==> config.mk <==
export PLATFORM = sky130hd
export DESIGN_NAME = altitude_hold_wing_controller_flat
export DESIGN_NICKNAME = d
export VERILOG_FILES = /design/src/rtl/ahwc_pkg.sv /design/src/rtl/ahwc_in_if.sv /design/src/rtl/ahwc_hist_mem.sv /design/src/rtl/altitude_hold_wing_controller.sv /design/src/flat_wrapper.sv
export SDC_FILE = /design/constraint.sdc
export NUM_CORES = 2
export LEC_CHECK = 0
export BUFFER_PORTS_ARGS = -buffer_cell sky130_fd_sc_hd__clkbuf_2
export CAP_MARGIN = 20
export CORE_MARGIN = 2
export CORE_UTILIZATION = 50
export DETAILED_ROUTE_END_ITERATION = 8
export PLACE_DENSITY = 0.68
export SLEW_MARGIN = 20
export SYNTH_ARGS = -nofsm -noshare
export SYNTH_HDL_FRONTEND = slang
export SYNTH_SLANG_ARGS = --single-unit
==> constraint.sdc <==
create_clock -name clk -period 9 [get_ports clk]
set_input_delay 0.45 -clock clk [delete_from_list [all_inputs] [get_ports clk]]
set_output_delay 0.45 -clock clk [all_outputs]
set_load 0.005 [all_outputs]
==> src/rtl/ahwc_pkg.sv <==
// Shared types, widths, register codes and reset values of the altitude-hold wing controller.
`timescale 1ns / 1ps

package ahwc_pkg;

	localparam int SMP_W      = 16;
	localparam int DEV_W      = 8;
	localparam int WING_W     = 9;
	localparam int GAIN_W     = 8;
	localparam int CFG_IDX_W  = 3;
	localparam int CFG_DATA_W = 16;

	localparam int ALT_DEPTH_DEF    = 16;
	localparam int ACCEL_DEPTH_DEF  = 16;
	localparam int UPDATE_RATIO_DEF = 4;

	// Register indexes of the configuration port.
	localparam logic [CFG_IDX_W-1:0] REG_TARGET = 3'd0;
	localparam logic [CFG_IDX_W-1:0] REG_KP     = 3'd1;
	localparam logic [CFG_IDX_W-1:0] REG_KV     = 3'd2;
	localparam logic [CFG_IDX_W-1:0] REG_KI     = 3'd3;
	localparam logic [CFG_IDX_W-1:0] REG_MR     = 3'd4;

	// Reset values of the registers.
	localparam logic signed [SMP_W-1:0] TARGET_RST = 16'sd0;
	localparam logic [GAIN_W-1:0]       KP_RST     = 8'h66;
	localparam logic [GAIN_W-1:0]       KV_RST     = 8'h4c;
	localparam logic [GAIN_W-1:0]       KI_RST     = 8'h33;
	localparam logic [GAIN_W-1:0]       MR_RST     = 8'h66;

	// Limits of the two clamps.
	localparam int DEV_LO  = -128;
	localparam int DEV_HI  = 127;
	localparam int WING_LIM = 255;

	// Number of altitude history entries read per step: three filtered values and the oldest.
	localparam int ALT_TAPS = 4;

	typedef enum logic [3:0] {
		S_IDLE,
		S_ALT,
		S_MEAN,
		S_MUL_P,
		S_MUL_V,
		S_ACC,
		S_MUL_I,
		S_DRIVE,
		S_DONE
	} state_t;

endpackage

==> src/rtl/ahwc_in_if.sv <==
// Channel interfaces for the sample input and the result output.
`timescale 1ns / 1ps

interface ahwc_in_if import ahwc_pkg::*; ();
	logic                    valid;
	logic                    ready;
	logic signed [SMP_W-1:0] altitude_sample;
	logic signed [SMP_W-1:0] accel_sample;

	modport source (output valid, output altitude_sample, output accel_sample, input ready);
	modport sink   (input valid, input altitude_sample, input accel_sample, output ready);
endinterface

interface ahwc_out_if import ahwc_pkg::*; ();
	logic                     valid;
	logic                     ready;
	logic [DEV_W-1:0]         deviation;
	logic signed [WING_W-1:0] wing_drive;
	logic                     wing_updated;
	logic signed [SMP_W-1:0]  filtered_altitude;

	modport source (output valid, output deviation, output wing_drive, output wing_updated,
		output filtered_altitude, input ready);
	modport sink   (input valid, input deviation, input wing_drive, input wing_updated,
		input filtered_altitude, output ready);
endinterface

==> src/rtl/ahwc_hist_mem.sv <==
// History memory with one write port, one registered read port and per-entry valid bits.
`timescale 1ns / 1ps

module ahwc_hist_mem import ahwc_pkg::*; #(
	parameter int DEPTH = ALT_DEPTH_DEF,
	localparam int AW = (DEPTH > 1) ? $clog2(DEPTH) : 1
) (
	input  logic                    clk,
	input  logic                    arst_n,
	input  logic                    we,
	input  logic [AW-1:0]           waddr,
	input  logic signed [SMP_W-1:0] wdata,
	input  logic                    re,
	input  logic [AW-1:0]           raddr,
	output logic signed [SMP_W-1:0] rdata
);

	logic signed [SMP_W-1:0] mem [DEPTH];
	logic [DEPTH-1:0]        vld_q;
	logic signed [SMP_W-1:0] data_s1;
	logic                    vld_s1;

	always_ff @(posedge clk) begin
		if (we) begin
			mem[waddr] <= wdata;
		end
		if (re) begin
			data_s1 <= mem[raddr];
		end
	end

	always_ff @(posedge clk or negedge arst_n) begin
		if (!arst_n) begin
			vld_q  <= '0;
			vld_s1 <= 1'b0;
		end else begin
			if (we) begin
				vld_q[waddr] <= 1'b1;
			end
			if (re) begin
				vld_s1 <= vld_q[raddr];
			end
		end
	end

	// An entry never written since reset reads as zero.
	assign rdata = vld_s1 ? data_s1 : '0;

	a_no_rw_collision: assert property (@(posedge clk) disable iff (!arst_n)
		!(we && re && (waddr == raddr)))
		else $error("history read and write hit the same entry in one cycle");

endmodule

==> src/rtl/altitude_hold_wing_controller.sv <==
// Top level of the altitude-hold wing controller: sequencer, datapath and configuration.
`timescale 1ns / 1ps

// An item without a drive update passes four reads of the altitude memory, the mean step and
// two multiply steps before its result is loaded into the output register.
// An update item adds the walk over the acceleration memory, the integral multiply and the drive step.
// One item at a time: input ready is high only in the idle state, and a waiting result holds the block.
// Reset clears config to its defaults, history to zero (valid bits), phase and held drive.

module altitude_hold_wing_controller import ahwc_pkg::*; #(
	parameter int ALT_DEPTH    = ALT_DEPTH_DEF,
	parameter int ACCEL_DEPTH  = ACCEL_DEPTH_DEF,
	parameter int UPDATE_RATIO = UPDATE_RATIO_DEF
) (
	input  logic                  clk,
	input  logic                  arst_n,
	ahwc_in_if.sink               in_ch,
	ahwc_out_if.source            out_ch,
	input  logic                  cfg_we,
	input  logic [CFG_IDX_W-1:0]  cfg_index,
	input  logic [CFG_DATA_W-1:0] cfg_data
);

	// Address widths of the two circular history buffers.
	localparam int ALT_AW = (ALT_DEPTH > 1) ? $clog2(ALT_DEPTH) : 1;
	localparam int ACC_AW = (ACCEL_DEPTH > 1) ? $clog2(ACCEL_DEPTH) : 1;
	// One counter serves both the altitude tap walk and the acceleration walk.
	localparam int CNT_MAX = (ACCEL_DEPTH > ALT_TAPS) ? ACCEL_DEPTH : ALT_TAPS;
	localparam int CNT_W   = $clog2(CNT_MAX + 1);
	localparam int PH_W    = (UPDATE_RATIO > 1) ? $clog2(UPDATE_RATIO) : 1;
	// Arithmetic widths.
	localparam int SUM_W   = SMP_W + 2;
	localparam int ERR_W   = SMP_W + 1;
	localparam int PPV_W   = ERR_W + GAIN_W + 1;
	localparam int WGT_W   = $clog2(ACCEL_DEPTH + 1);
	localparam int TERM_W  = SMP_W + WGT_W + 1;
	localparam int INTEG_W = SMP_W + 1 + $clog2(ACCEL_DEPTH * (ACCEL_DEPTH + 1) / 2 + 1);
	localparam int ISH_W   = INTEG_W - 8;
	localparam int PI_W    = ISH_W + GAIN_W + 1;
	localparam int TOTAL_W = ((PPV_W > PI_W) ? PPV_W : PI_W) + 2;
	localparam int DRV_W   = TOTAL_W - 4;

	// Configuration registers.
	logic signed [SMP_W-1:0] target_q;
	logic [GAIN_W-1:0]       kp_q;
	logic [GAIN_W-1:0]       kv_q;
	logic [GAIN_W-1:0]       ki_q;
	logic [GAIN_W-1:0]       mr_q;

	// Sequencer and control state.
	state_t              state_q;
	state_t              state_nxt;
	logic [CNT_W-1:0]    cnt_q;
	logic [ALT_AW-1:0]   alt_head_q;
	logic [ACC_AW-1:0]   acc_head_q;
	logic [ALT_AW-1:0]   alt_head_nxt;
	logic [ACC_AW-1:0]   acc_head_nxt;
	logic [PH_W-1:0]     phase_q;
	logic signed [WING_W-1:0] held_q;
	logic                out_vld_q;

	// Datapath registers.
	logic signed [SUM_W-1:0]   sum_q;
	logic signed [SMP_W-1:0]   oldest_q;
	logic signed [SMP_W-1:0]   mean_q;
	logic signed [ERR_W-1:0]   err_q;
	logic [DEV_W-1:0]          dev_q;
	logic signed [TOTAL_W-1:0] total_q;
	logic signed [INTEG_W-1:0] integ_q;
	logic                      upd_q;
	logic [DEV_W-1:0]          out_dev_q;
	logic signed [WING_W-1:0]  out_wing_q;
	logic                      out_upd_q;
	logic signed [SMP_W-1:0]   out_filt_q;

	// Memory ports.
	logic                    alt_we;
	logic                    alt_re;
	logic [ALT_AW-1:0]       alt_raddr;
	logic signed [SMP_W-1:0] alt_rdata;
	logic                    acc_we;
	logic                    acc_re;
	logic [ACC_AW-1:0]       acc_raddr;
	logic signed [SMP_W-1:0] acc_rdata;

	// Handshake and derived signals.
	logic                    in_fire;
	logic                    out_free;
	logic                    load_out;
	logic                    last_phase;
	logic [CNT_W-1:0]        cnt_prev;
	logic [ALT_AW-1:0]       alt_off;
	logic [ALT_AW:0]         alt_asum;
	logic [ACC_AW:0]         acc_asum;
	logic signed [SMP_W-1:0] mean_w;
	logic signed [ERR_W-1:0] negerr_w;
	logic [DEV_W-1:0]        dev_w;
	logic signed [PPV_W-1:0] prod_p;
	logic signed [PPV_W-1:0] prod_v;
	logic [WGT_W-1:0]        weight;
	logic signed [TERM_W-1:0] term;
	logic signed [PI_W-1:0]  prod_i;
	logic signed [DRV_W-1:0] drv_w;
	logic signed [WING_W-1:0] wing_w;

	assign in_fire    = in_ch.valid && in_ch.ready;
	assign out_free   = !out_vld_q || out_ch.ready;
	assign last_phase = (phase_q == PH_W'(UPDATE_RATIO - 1));
	assign cnt_prev   = cnt_q - CNT_W'(1);

	// Each history is a circular buffer. The head moves down by one per sample, so logical
	// entry i sits at (head + i) mod depth and the slot of the old last entry takes the new one.
	assign alt_head_nxt = (alt_head_q == '0) ? ALT_AW'(ALT_DEPTH - 1) : alt_head_q - ALT_AW'(1);
	assign acc_head_nxt = (acc_head_q == '0) ? ACC_AW'(ACCEL_DEPTH - 1) : acc_head_q - ACC_AW'(1);

	// Altitude taps: the three previous filtered values, then the oldest entry for the rate.
	always_comb begin
		case (cnt_q)
			CNT_W'(0): alt_off = ALT_AW'(1);
			CNT_W'(1): alt_off = ALT_AW'(2);
			CNT_W'(2): alt_off = ALT_AW'(3);
			default:   alt_off = ALT_AW'(ALT_DEPTH - 1);
		endcase
	end

	assign alt_asum  = {1'b0, alt_head_q} + {1'b0, alt_off};
	assign alt_raddr = (alt_asum >= (ALT_AW + 1)'(ALT_DEPTH))
		? ALT_AW'(alt_asum - (ALT_AW + 1)'(ALT_DEPTH)) : ALT_AW'(alt_asum);
	assign acc_asum  = {1'b0, acc_head_q} + {1'b0, ACC_AW'(cnt_q)};
	assign acc_raddr = (acc_asum >= (ACC_AW + 1)'(ACCEL_DEPTH))
		? ACC_AW'(acc_asum - (ACC_AW + 1)'(ACCEL_DEPTH)) : ACC_AW'(acc_asum);

	// Four-term mean, floor division by four.
	assign mean_w   = SMP_W'(sum_q >>> 2);
	assign negerr_w = ERR_W'(mean_w) - ERR_W'(target_q);

	// Deviation is the negated error clamped to a signed byte and offset to binary.
	always_comb begin
		if (negerr_w < ERR_W'(DEV_LO)) begin
			dev_w = '0;
		end else if (negerr_w > ERR_W'(DEV_HI)) begin
			dev_w = '1;
		end else begin
			dev_w = {~negerr_w[DEV_W-1], negerr_w[DEV_W-2:0]};
		end
	end

	// One multiply per sequencer step; each gain product lands in the total register.
	assign prod_p = $signed({1'b0, kp_q}) * err_q;
	assign prod_v = $signed({1'b0, kv_q}) * (ERR_W'(oldest_q) - ERR_W'(mean_q));
	// The newest acceleration carries the full depth as weight, the oldest a weight of one.
	assign weight = WGT_W'(ACCEL_DEPTH + 1) - WGT_W'(cnt_q);
	assign term   = $signed({1'b0, weight}) * acc_rdata;
	assign prod_i = $signed({1'b0, ki_q}) * ISH_W'(integ_q >>> 8);

	// Drive: total scaled down by 32, manual reset taken off, limited to the wing range.
	assign drv_w = DRV_W'(total_q >>> 5) - DRV_W'($signed({1'b0, mr_q}));

	always_comb begin
		if (drv_w < -DRV_W'(WING_LIM)) begin
			wing_w = -WING_W'(WING_LIM);
		end else if (drv_w > DRV_W'(WING_LIM)) begin
			wing_w = WING_W'(WING_LIM);
		end else begin
			wing_w = WING_W'(drv_w);
		end
	end

	// Next-state logic of the sequencer.
	always_comb begin
		state_nxt = state_q;
		unique case (state_q)
			S_IDLE:  if (in_fire) state_nxt = S_ALT;
			S_ALT:   if (cnt_q == CNT_W'(ALT_TAPS)) state_nxt = S_MEAN;
			S_MEAN:  state_nxt = S_MUL_P;
			S_MUL_P: state_nxt = S_MUL_V;
			S_MUL_V: state_nxt = last_phase ? S_ACC : S_DONE;
			S_ACC:   if (cnt_q == CNT_W'(ACCEL_DEPTH)) state_nxt = S_MUL_I;
			S_MUL_I: state_nxt = S_DRIVE;
			S_DRIVE: state_nxt = S_DONE;
			S_DONE:  if (out_free) state_nxt = S_IDLE;
			default: state_nxt = S_IDLE;
		endcase
	end

	// Sequencer outputs: memory strobes, input ready and the output register load.
	// In the idle state ready is high, so a valid input is a transaction.
	always_comb begin
		in_ch.ready = 1'b0;
		alt_re      = 1'b0;
		alt_we      = 1'b0;
		acc_re      = 1'b0;
		acc_we      = 1'b0;
		load_out    = 1'b0;
		unique case (state_q)
			S_IDLE: begin
				in_ch.ready = 1'b1;
				acc_we      = in_ch.valid;
			end
			S_ALT:   alt_re = (cnt_q < CNT_W'(ALT_TAPS));
			S_MEAN:  alt_we = 1'b1;
			S_ACC:   acc_re = (cnt_q < CNT_W'(ACCEL_DEPTH));
			S_DONE:  load_out = out_free;
			default: ;
		endcase
	end

	ahwc_hist_mem #(
		.DEPTH (ALT_DEPTH)
	) u_alt_mem (
		.clk    (clk),
		.arst_n (arst_n),
		.we     (alt_we),
		.waddr  (alt_head_q),
		.wdata  (mean_w),
		.re     (alt_re),
		.raddr  (alt_raddr),
		.rdata  (alt_rdata)
	);

	// The accelerometer sample is written at acceptance, well before the walk reads it.
	ahwc_hist_mem #(
		.DEPTH (ACCEL_DEPTH)
	) u_acc_mem (
		.clk    (clk),
		.arst_n (arst_n),
		.we     (acc_we),
		.waddr  (acc_head_nxt),
		.wdata  (in_ch.accel_sample),
		.re     (acc_re),
		.raddr  (acc_raddr),
		.rdata  (acc_rdata)
	);

	// Configuration registers; writes beyond the register list are dropped.
	always_ff @(posedge clk or negedge arst_n) begin
		if (!arst_n) begin
			target_q <= TARGET_RST;
			kp_q     <= KP_RST;
			kv_q     <= KV_RST;
			ki_q     <= KI_RST;
			mr_q     <= MR_RST;
		end else if (cfg_we) begin
			unique case (cfg_index)
				REG_TARGET: target_q <= $signed(cfg_data[SMP_W-1:0]);
				REG_KP:     kp_q     <= cfg_data[GAIN_W-1:0];
				REG_KV:     kv_q     <= cfg_data[GAIN_W-1:0];
				REG_KI:     ki_q     <= cfg_data[GAIN_W-1:0];
				REG_MR:     mr_q     <= cfg_data[GAIN_W-1:0];
				default:    ;
			endcase
		end
	end

	// Control state.
	always_ff @(posedge clk or negedge arst_n) begin
		if (!arst_n) begin
			state_q    <= S_IDLE;
			cnt_q      <= '0;
			alt_head_q <= '0;
			acc_head_q <= '0;
			phase_q    <= '0;
			held_q     <= '0;
			out_vld_q  <= 1'b0;
		end else begin
			state_q <= state_nxt;
			if (in_fire) begin
				alt_head_q <= alt_head_nxt;
				acc_head_q <= acc_head_nxt;
				cnt_q      <= '0;
			end else if (state_q == S_ALT || state_q == S_ACC) begin
				cnt_q <= cnt_q + CNT_W'(1);
			end else begin
				cnt_q <= '0;
			end
			if (state_q == S_MUL_V) begin
				phase_q <= last_phase ? '0 : phase_q + PH_W'(1);
			end
			if (state_q == S_DRIVE) begin
				held_q <= wing_w;
			end
			if (load_out) begin
				out_vld_q <= 1'b1;
			end else if (out_ch.ready) begin
				out_vld_q <= 1'b0;
			end
		end
	end

	// Datapath registers.
	always_ff @(posedge clk) begin
		if (in_fire) begin
			sum_q <= SUM_W'(in_ch.altitude_sample);
		end
		// Read data of tap cnt-1 arrives in the cycle after its address.
		if (state_q == S_ALT && cnt_q != '0) begin
			if (cnt_prev < CNT_W'(ALT_TAPS - 1)) begin
				sum_q <= sum_q + SUM_W'(alt_rdata);
			end else begin
				oldest_q <= alt_rdata;
			end
		end
		if (state_q == S_MEAN) begin
			mean_q <= mean_w;
			err_q  <= -negerr_w;
			dev_q  <= dev_w;
		end
		if (state_q == S_MUL_P) begin
			total_q <= TOTAL_W'(prod_p);
		end
		if (state_q == S_MUL_V) begin
			total_q <= total_q + TOTAL_W'(prod_v);
			integ_q <= '0;
			upd_q   <= last_phase;
		end
		if (state_q == S_ACC && cnt_q != '0) begin
			integ_q <= integ_q + INTEG_W'(term);
		end
		if (state_q == S_MUL_I) begin
			total_q <= total_q + TOTAL_W'(prod_i);
		end
		if (load_out) begin
			out_dev_q  <= dev_q;
			out_wing_q <= (state_q == S_DONE) ? held_q : out_wing_q;
			out_upd_q  <= upd_q;
			out_filt_q <= mean_q;
		end
	end

	assign out_ch.valid             = out_vld_q;
	assign out_ch.deviation         = out_dev_q;
	assign out_ch.wing_drive        = out_wing_q;
	assign out_ch.wing_updated      = out_upd_q;
	assign out_ch.filtered_altitude = out_filt_q;

	// The held drive always stays inside the wing limits.
	a_held_range: assert property (@(posedge clk) disable iff (!arst_n)
		(held_q >= -WING_W'(WING_LIM)) && (held_q <= WING_W'(WING_LIM)))
		else $error("held wing drive outside its limits");

	// An accepted sample starts the altitude tap walk in the next cycle.
	a_accept_walk: assert property (@(posedge clk) disable iff (!arst_n)
		in_fire |=> (state_q == S_ALT) && (cnt_q == '0))
		else $error("accepted sample did not start the history walk");

	// The acceleration walk only runs on a step that recomputes the drive.
	a_acc_on_update: assert property (@(posedge clk) disable iff (!arst_n)
		(state_q == S_ACC) |-> upd_q)
		else $error("acceleration walk on a step without a drive update");

	// A finished result never overwrites one that is still waiting.
	a_no_overwrite: assert property (@(posedge clk) disable iff (!arst_n)
		(out_vld_q && !out_ch.ready) |-> !load_out)
		else $error("result register reloaded while still occupied");

endmodule

==> src/flat_wrapper.sv <==
// flat-port wrapper written by rule: the top's interface ports become plain ports
module altitude_hold_wing_controller_flat import ahwc_pkg::*;
#(
	parameter int ALT_DEPTH    = ALT_DEPTH_DEF,
	parameter int ACCEL_DEPTH  = ACCEL_DEPTH_DEF,
	parameter int UPDATE_RATIO = UPDATE_RATIO_DEF
)
  (clk, arst_n, cfg_we, cfg_index, cfg_data, in_ch_valid, in_ch_altitude_sample, in_ch_accel_sample, in_ch_ready, out_ch_valid, out_ch_deviation, out_ch_wing_drive, out_ch_wing_updated, out_ch_filtered_altitude, out_ch_ready);
  ahwc_in_if in_ch_i ();
  ahwc_out_if out_ch_i ();
  input  logic clk;
  input  logic arst_n;
  input  logic cfg_we;
  input  logic [CFG_IDX_W-1:0] cfg_index;
  input  logic [CFG_DATA_W-1:0] cfg_data;
  input wire logic [$bits(in_ch_i.valid)-1:0] in_ch_valid;
  input wire logic [$bits(in_ch_i.altitude_sample)-1:0] in_ch_altitude_sample;
  input wire logic [$bits(in_ch_i.accel_sample)-1:0] in_ch_accel_sample;
  output wire logic [$bits(in_ch_i.ready)-1:0] in_ch_ready;
  output wire logic [$bits(out_ch_i.valid)-1:0] out_ch_valid;
  output wire logic [$bits(out_ch_i.deviation)-1:0] out_ch_deviation;
  output wire logic [$bits(out_ch_i.wing_drive)-1:0] out_ch_wing_drive;
  output wire logic [$bits(out_ch_i.wing_updated)-1:0] out_ch_wing_updated;
  output wire logic [$bits(out_ch_i.filtered_altitude)-1:0] out_ch_filtered_altitude;
  input wire logic [$bits(out_ch_i.ready)-1:0] out_ch_ready;
  assign in_ch_i.valid = in_ch_valid;
  assign in_ch_i.altitude_sample = in_ch_altitude_sample;
  assign in_ch_i.accel_sample = in_ch_accel_sample;
  assign in_ch_ready = in_ch_i.ready;
  assign out_ch_valid = out_ch_i.valid;
  assign out_ch_deviation = out_ch_i.deviation;
  assign out_ch_wing_drive = out_ch_i.wing_drive;
  assign out_ch_wing_updated = out_ch_i.wing_updated;
  assign out_ch_filtered_altitude = out_ch_i.filtered_altitude;
  assign out_ch_i.ready = out_ch_ready;
  altitude_hold_wing_controller #(.ALT_DEPTH(ALT_DEPTH), .ACCEL_DEPTH(ACCEL_DEPTH), .UPDATE_RATIO(UPDATE_RATIO)) u_core (.clk(clk), .arst_n(arst_n), .in_ch(in_ch_i), .out_ch(out_ch_i), .cfg_we(cfg_we), .cfg_index(cfg_index), .cfg_data(cfg_data));
endmodule
**Word level (Yosys, flattened, before mapping)**

Memories as Yosys holds them, arrays and structs flattened. A register that Yosys moved wholly into a read port is not among the register bits.
Cells that the tools add are included.

- Bits in registers: 274
- Bits in writable memories: 512
- Memories kept: 2
- Word-level logic and storage cells: 164
- ROM bits: 0
- Bits in latches: 0
- Bits of input ports: 56
- Output and inout port bits: 36

Memory list:

| name | words | bits a word | read ports | clocked after memory_dff | wr ports | RTL line | text |
|---|---|---|---|---|---|---|---|
| u_core.u_acc_mem.mem | 16 | 16 | 1 | 1 | 1 | ahwc_hist_mem.sv:18 | `logic signed [SMP_W-1:0] mem [DEPTH];` |
| u_core.u_alt_mem.mem | 16 | 16 | 1 | 1 | 1 | ahwc_hist_mem.sv:18 |  |

- Div/mod/pow operators: 0
- Mux-type cells: 47
- Equal/unequal tests: 21
- Bitwise operators: 4
- Reduce and logical (&&, ||, !) cells: 25
- Shifts and indexed selects: 0
- Order comparisons: 15
- Multiply operators: 4
- $add $sub $neg: 18

Operators with widths:

| kind | number |
|---|---|
| $mux W28 | 3 |
| $mul A9 B17 Y26 | 3 |
| $add A28 B26 Y28 | 2 |
| $mux W18 | 3 |
| $mux W25 | 2 |
| $mux W4 | 9 |
| $pmux W4 S9 | 1 |
| $sub A16 B16 Y17 | 2 |
| $mux W16 | 2 |
| $or A16 B16 Y16 | 2 |
| $add A25 B22 Y25 | 1 |
| $gt A24 B9 Y1 const B | 1 |
| $lt A24 B9 Y1 const B | 1 |
| $sub A23 B9 Y24 | 1 |
| $mul A6 B16 Y22 | 1 |
| $lt A4 B5 Y1 const B | 4 |
| $add A18 B16 Y18 | 1 |
| $mux W9 | 2 |
| $gt A17 B8 Y1 const B | 1 |
| $lt A17 B8 Y1 const B | 1 |
| $neg A17 Y17 | 1 |
| $eq A4 B3 Y1 const B | 4 |
| $mux W1 | 16 |
| $sub A4 B1 Y4 const B | 4 |
| other kinds (40) | 66 |

**Logic depth before layout (Yosys ltp)**

- Word-level depth: 7
- Mapped depth: 33
- Mapped depth without buffers: 31

**Modules after synthesis**

Synthesis repeated with hierarchy kept, for this count alone.

- Cells, all modules: 4,317
- Area total of the unflattened synthesis: 54,402.2 µm²

By module, submodules not included:

| module | cells an instance | seq. area each (µm²) | area each (µm²) | times used |
|---|---|---|---|---|
| altitude_hold_wing_controller | 3,412 | 6,660.1 | 32,447.4 | 1 |
| ahwc_hist_mem at u_core.u_alt_mem | 453 | 8,593.2 | 10,993.0 | 1 |
| ahwc_hist_mem at u_core.u_acc_mem | 452 | 8,593.2 | 10,961.8 | 1 |

**Worst setup path before layout**

No wires, ideal clock.

- Kind: reg-to-reg
- From: register u_core.state_q[1]
- To: memory u_core.u_alt_mem.mem[1][0] (enable)
- Slack: 1,367 ps
- Stages on the path, launching flop included: 5
- Path buffers: 1
- Data arrival time: 7,222 ps
- Library setup time: 411 ps
- Path through: dfrtp_1 -> clkbuf_1 -> nor4b_1 -> nand2_1 -> nor3_1

- Longest elaborated chain between the ends: 4

Ends and longest elaborated chain:

| what | RTL line | text |
|---|---|---|
| from (decl) | altitude_hold_wing_controller.sv:51 | `state_t state_q;` |
| from (signal assigned) | altitude_hold_wing_controller.sv:266 | `state_q <= state_nxt;` |
| $eq A4 B2 Y1 | altitude_hold_wing_controller.sv:195 | `unique case (state_q)` |
| $mux W1 | altitude_hold_wing_controller.sv:195 |  |
| $mux W1 | ahwc_hist_mem.sv:24 | `if (we) begin` |
| $mux W1 (not written as such) | ahwc_hist_mem.sv:25 | `mem[waddr] <= wdata;` |
| to (decl) | ahwc_hist_mem.sv:18 |  |

No other way between the ends.

**Worst setup path after layout**

- From: register u_core.mean_q[0]
- To: register u_core.total_q[26] (data pin)

- Longest elaborated chain between the ends: 5

Ends and longest elaborated chain:

| what | RTL line | text |
|---|---|---|
| from (decl) | altitude_hold_wing_controller.sv:65 | `logic signed [SMP_W-1:0] mean_q;` |
| from (signal assigned) | altitude_hold_wing_controller.sv:304 | `mean_q <= mean_w;` |
| $sub A16 B16 Y17 | altitude_hold_wing_controller.sv:150 | `assign prod_v = $signed({1'b0, kv_q}) * (ERR_W'(oldest_q) - ERR_W'(mean_q));` |
| $mul A9 B17 Y26 | altitude_hold_wing_controller.sv:150 |  |
| $add A28 B26 Y28 | altitude_hold_wing_controller.sv:312 | `total_q <= total_q + TOTAL_W'(prod_v);` |
| $mux W28 | altitude_hold_wing_controller.sv:311 | `if (state_q == S_MUL_V) begin` |
| $mux W28 | altitude_hold_wing_controller.sv:319 | `if (state_q == S_MUL_I) begin` |
| to (signal assigned) | altitude_hold_wing_controller.sv:309 | `total_q <= TOTAL_W'(prod_p);` |
| to (signal assigned) | altitude_hold_wing_controller.sv:312 |  |
| to (signal assigned) | altitude_hold_wing_controller.sv:320 | `total_q <= total_q + TOTAL_W'(prod_i);` |
| to (decl) | altitude_hold_wing_controller.sv:68 | `logic signed [TOTAL_W-1:0] total_q;` |

No other way between the ends.
A chain may end at the register's enable or synchronous reset.

==> impl_metrics.tcl <==
set metrics [dict create \
    cts_root_buf "clkbuf_16" \
    overflow 0 \
    htreeDepth 3 \
    cp.arrival_ns 8.71 \
    route.detailed.drc 0 \
    cts_num_sinks 818 \
    yosysSeqAreaShare 0.433 \
    synth_top_cell_area_share 0.376 \
    die_w_um 336 \
    first_pass_iters 6 \
    hold_class "in2reg" \
    synthesis.instances 4551 \
    finalMaxSlewViolations 0 \
    routed_wl_um 124000 \
    final_antenna_net_count 0 \
    crit_path_end_kind "flop" \
    drive_gt1_frac 0.121 \
    rsz0062_at_grt "false" \
    timing.fmax_mhz 120 \
    route.met3.wl_um 6700 \
    worst_path_most_repeated_cell "fa_1" \
    tns_ns 0 \
    wl_per_cell_um 20.2 \
    synth_edf_count 689 \
    ios 92 \
    initialDrtViolationCount 2693 \
    syn_area_um2 55100 \
    cp-start-kind "flop" \
    ys_warn_count 0 \
    reg2regPathDepth 28 \
    cts.clk_slew.worst_paths_ns 0.06 \
    async_flop_share 0.136 \
    dp_cells 5970 \
    finalHoldViolations 0 \
    coreArea_um2 109000 \
    met2_length_um 59700 \
    ys_top_cells_by_count "689 x edfxtp_1, 622 x inv_1, 448 x fa_1, 372 x nand2_1, 313 x ha_1" \
    setup_viol 0 \
    yosysTopAreaCell "edfxtp_1" \
    slowest_delay_ns 0.61 \
    top_layer "met5" \
    skew_ns 0.0397 \
    min_period_ns 8.30 \
    synth_area_leaders "edfxtp_1 38%, fa_1 16%, ha_1 7.1%" \
    relSlewSlack 0.273 \
    crit_required_ns 9.41 \
    synth_nets 5368 \
    worst_pin_slew_ns 1.09 \
    crit_type "reg2reg" \
    die_h_um 336 \
    crit_fanout 8 \
    ys.flop_type "edfxtp_1" \
    via_per_inst 5.65 \
    avgSynthCellArea_um2 12.1 \
    grt_pass1_wl_um 200000 \
    yosysMostFrequentCell "edfxtp_1" \
    status "complete, no violations" \
    start_util 0.505 \
    areaGrowthSynthToFinish_pct 9.67 \
    tritoncts "yes" \
    maxCapViolations 0 \
    grt_pass1_vias 35787 \
    hpwl_um 89200 \
    fp.dieArea_um2 113000 \
    cts-buffers-inserted 87 \
    vias 34746 \
    portBuffers 91 \
    grt_max_degree 69 \
    fill_cells 9017 \
    clk_latency_ns 0.68 \
    synth.distinct_cells 94 \
    cts_max_path_buffers 3 \
    nNetsFinal 5475 \
    gp_congestion 0.908 \
    hold-path-cell-count 3 \
    drt-met1-wl_um 54400 \
    grt_antenna_before_repair 8 \
    ys_ff_latch 818 \
    cpMaxStageDelayCell "xnor2_1" \
    fin_crit_sh 0.922 \
    grt_use_total 0.228 \
    rows 121 \
    fin_cells 6146 \
]
-- final timing paths --
kind | slack [ns] | to | startpoint
worst min-delay path | 0.05 | u_core.sum_q[8]$_DFF_P_ | in_ch_altitude_sample[8]
worst min register to register | 0.42 | u_core.out_ch.deviation[6]$_DFFE_PP_ | u_core.dev_q[6]$_SDFFCE_PP0P_
max in group asynchronous | 7.38 | u_core.held_q[3]$_DFFE_PN0N_ | arst_n
worst max-delay path | 0.70 | u_core.total_q[26]$_DFFE_PP_ | u_core.mean_q[0]$_DFFE_PP_
min in group asynchronous | 0.43 | u_core.target_q[9]$_DFFE_PN0P_ | arst_n
worst max register to register | 0.70 | u_core.total_q[26]$_DFFE_PP_ | u_core.mean_q[0]$_DFFE_PP_
-- repair_timing --
action / in CTS / in global routing
buffers inserted: 0 / 0
endpoints found under the hold margin: 72 / 0
endpoints found under the setup margin: 0 / 1
hold buffers: 13 / 0
resized for setup: 0 / 1
-- flip-flops by register name, summed over array words and instances, names as in the netlist, 17 cells and up --
| register | count |
|---|---|
| u_core.total_q | 28 |
| u_core.u_acc_mem.mem | 256 |
| u_core.err_q | 17 |
| u_core.u_alt_mem.mem | 256 |
| u_core.integ_q | 25 |
| u_core.sum_q | 18 |
-- critical path, delay by kind of cell, from the launching register on --
kind | cells | cell delay [ns]
AO/OA/AOI/OAI | 12 | 2.64
XOR/XNOR | 2 | 0.77
AND/OR/NAND/NOR | 3 | 0.64
flip-flops | 1 | 0.38
buffers and inverters | 3 | 0.15
adder cells (fa/ha/maj) | 8 | 3.50
-- area by class of cell --
type,count,area (um2),share of cell area
clock inverters,39,424,0.00702
flip-flops and latches,818,23800,0.395
repair buffers,168,1070,0.0177
clock buffers,120,2410,0.0399
multi-input cells,2960,28500,0.472
well taps,1414,1770,0.0293
diodes,4,10.0,0.000166
inverters,623,2340,0.0387
-- per-stage QoR --
stage	area [um2]	hold slack [ns]	utilization	worst slack [ns]
5_1_grt	60400	0.0357	0.554	0.0878
2_1_floorplan	55100	0.154	-	1.37
4_1_cts	60400	0.0126	0.554	0.613
3_5_place_dp	57400	0.405	0.527	0.648
3_3_place_gp	57400	0.403	0.527	0.712
6_report	60400	0.0501	0.554	0.698
-- cell usage in the layout (no fill, tap or decap), types with 14 or more instances in the layout --
cell and n:
fa_1 446, clkbuf_1 23, nor2b_1 74, nor4_1 17, mux2_2 29, o31ai_1 17, nor2_1 186, and3_1 30
ha_1 311, dfrtp_1 95, mux2i_1 48, o21ai_0 94, a211oi_1 66, a31oi_1 30, xor2_1 49, or3_1 18
inv_1 622, nand2_1 371, a21oi_1 175, edfxtp_1 689, nand2b_1 27, buf_4 64, clkbuf_2 90, nor3_1 54
dfstp_2 15, nand3_1 86, o21a_1 21, dfxtp_1 18, or2_2 43, o21bai_1 17, o211ai_1 14, mux4_2 136
a21o_1 62, and2_1 240, clkbuf_16 88, xnor2_1 111
-- routing by layer --
metal / track usage / up-vias
li1: - / 15938
met1: 0.315 / 17725
met2: 0.378 / 890
met3: 0.0326 / 189
met4: 0.0642 / 4
met5: 0 / -
-- kinds of logic (layout without fill, tap and decap cells) --
kind of cell             after synthesis  after routing  synth area share
XOR/XNOR                             165            165            0.0262
AO/OA/AOI/OAI                        604            604            0.0733
buffers and inverters                773            950            0.0527
multiplexers                         213            213            0.0702
flip-flops                           818            818             0.433
other                                  0              4                 0
AND/OR/NAND/NOR                     1217           1217             0.111
adder cells (fa/ha/maj)              761            761             0.234
Power is left out: the tool's default activity adds up to more than one toggle a clock period on the data nets, which glitch-free logic cannot reach.
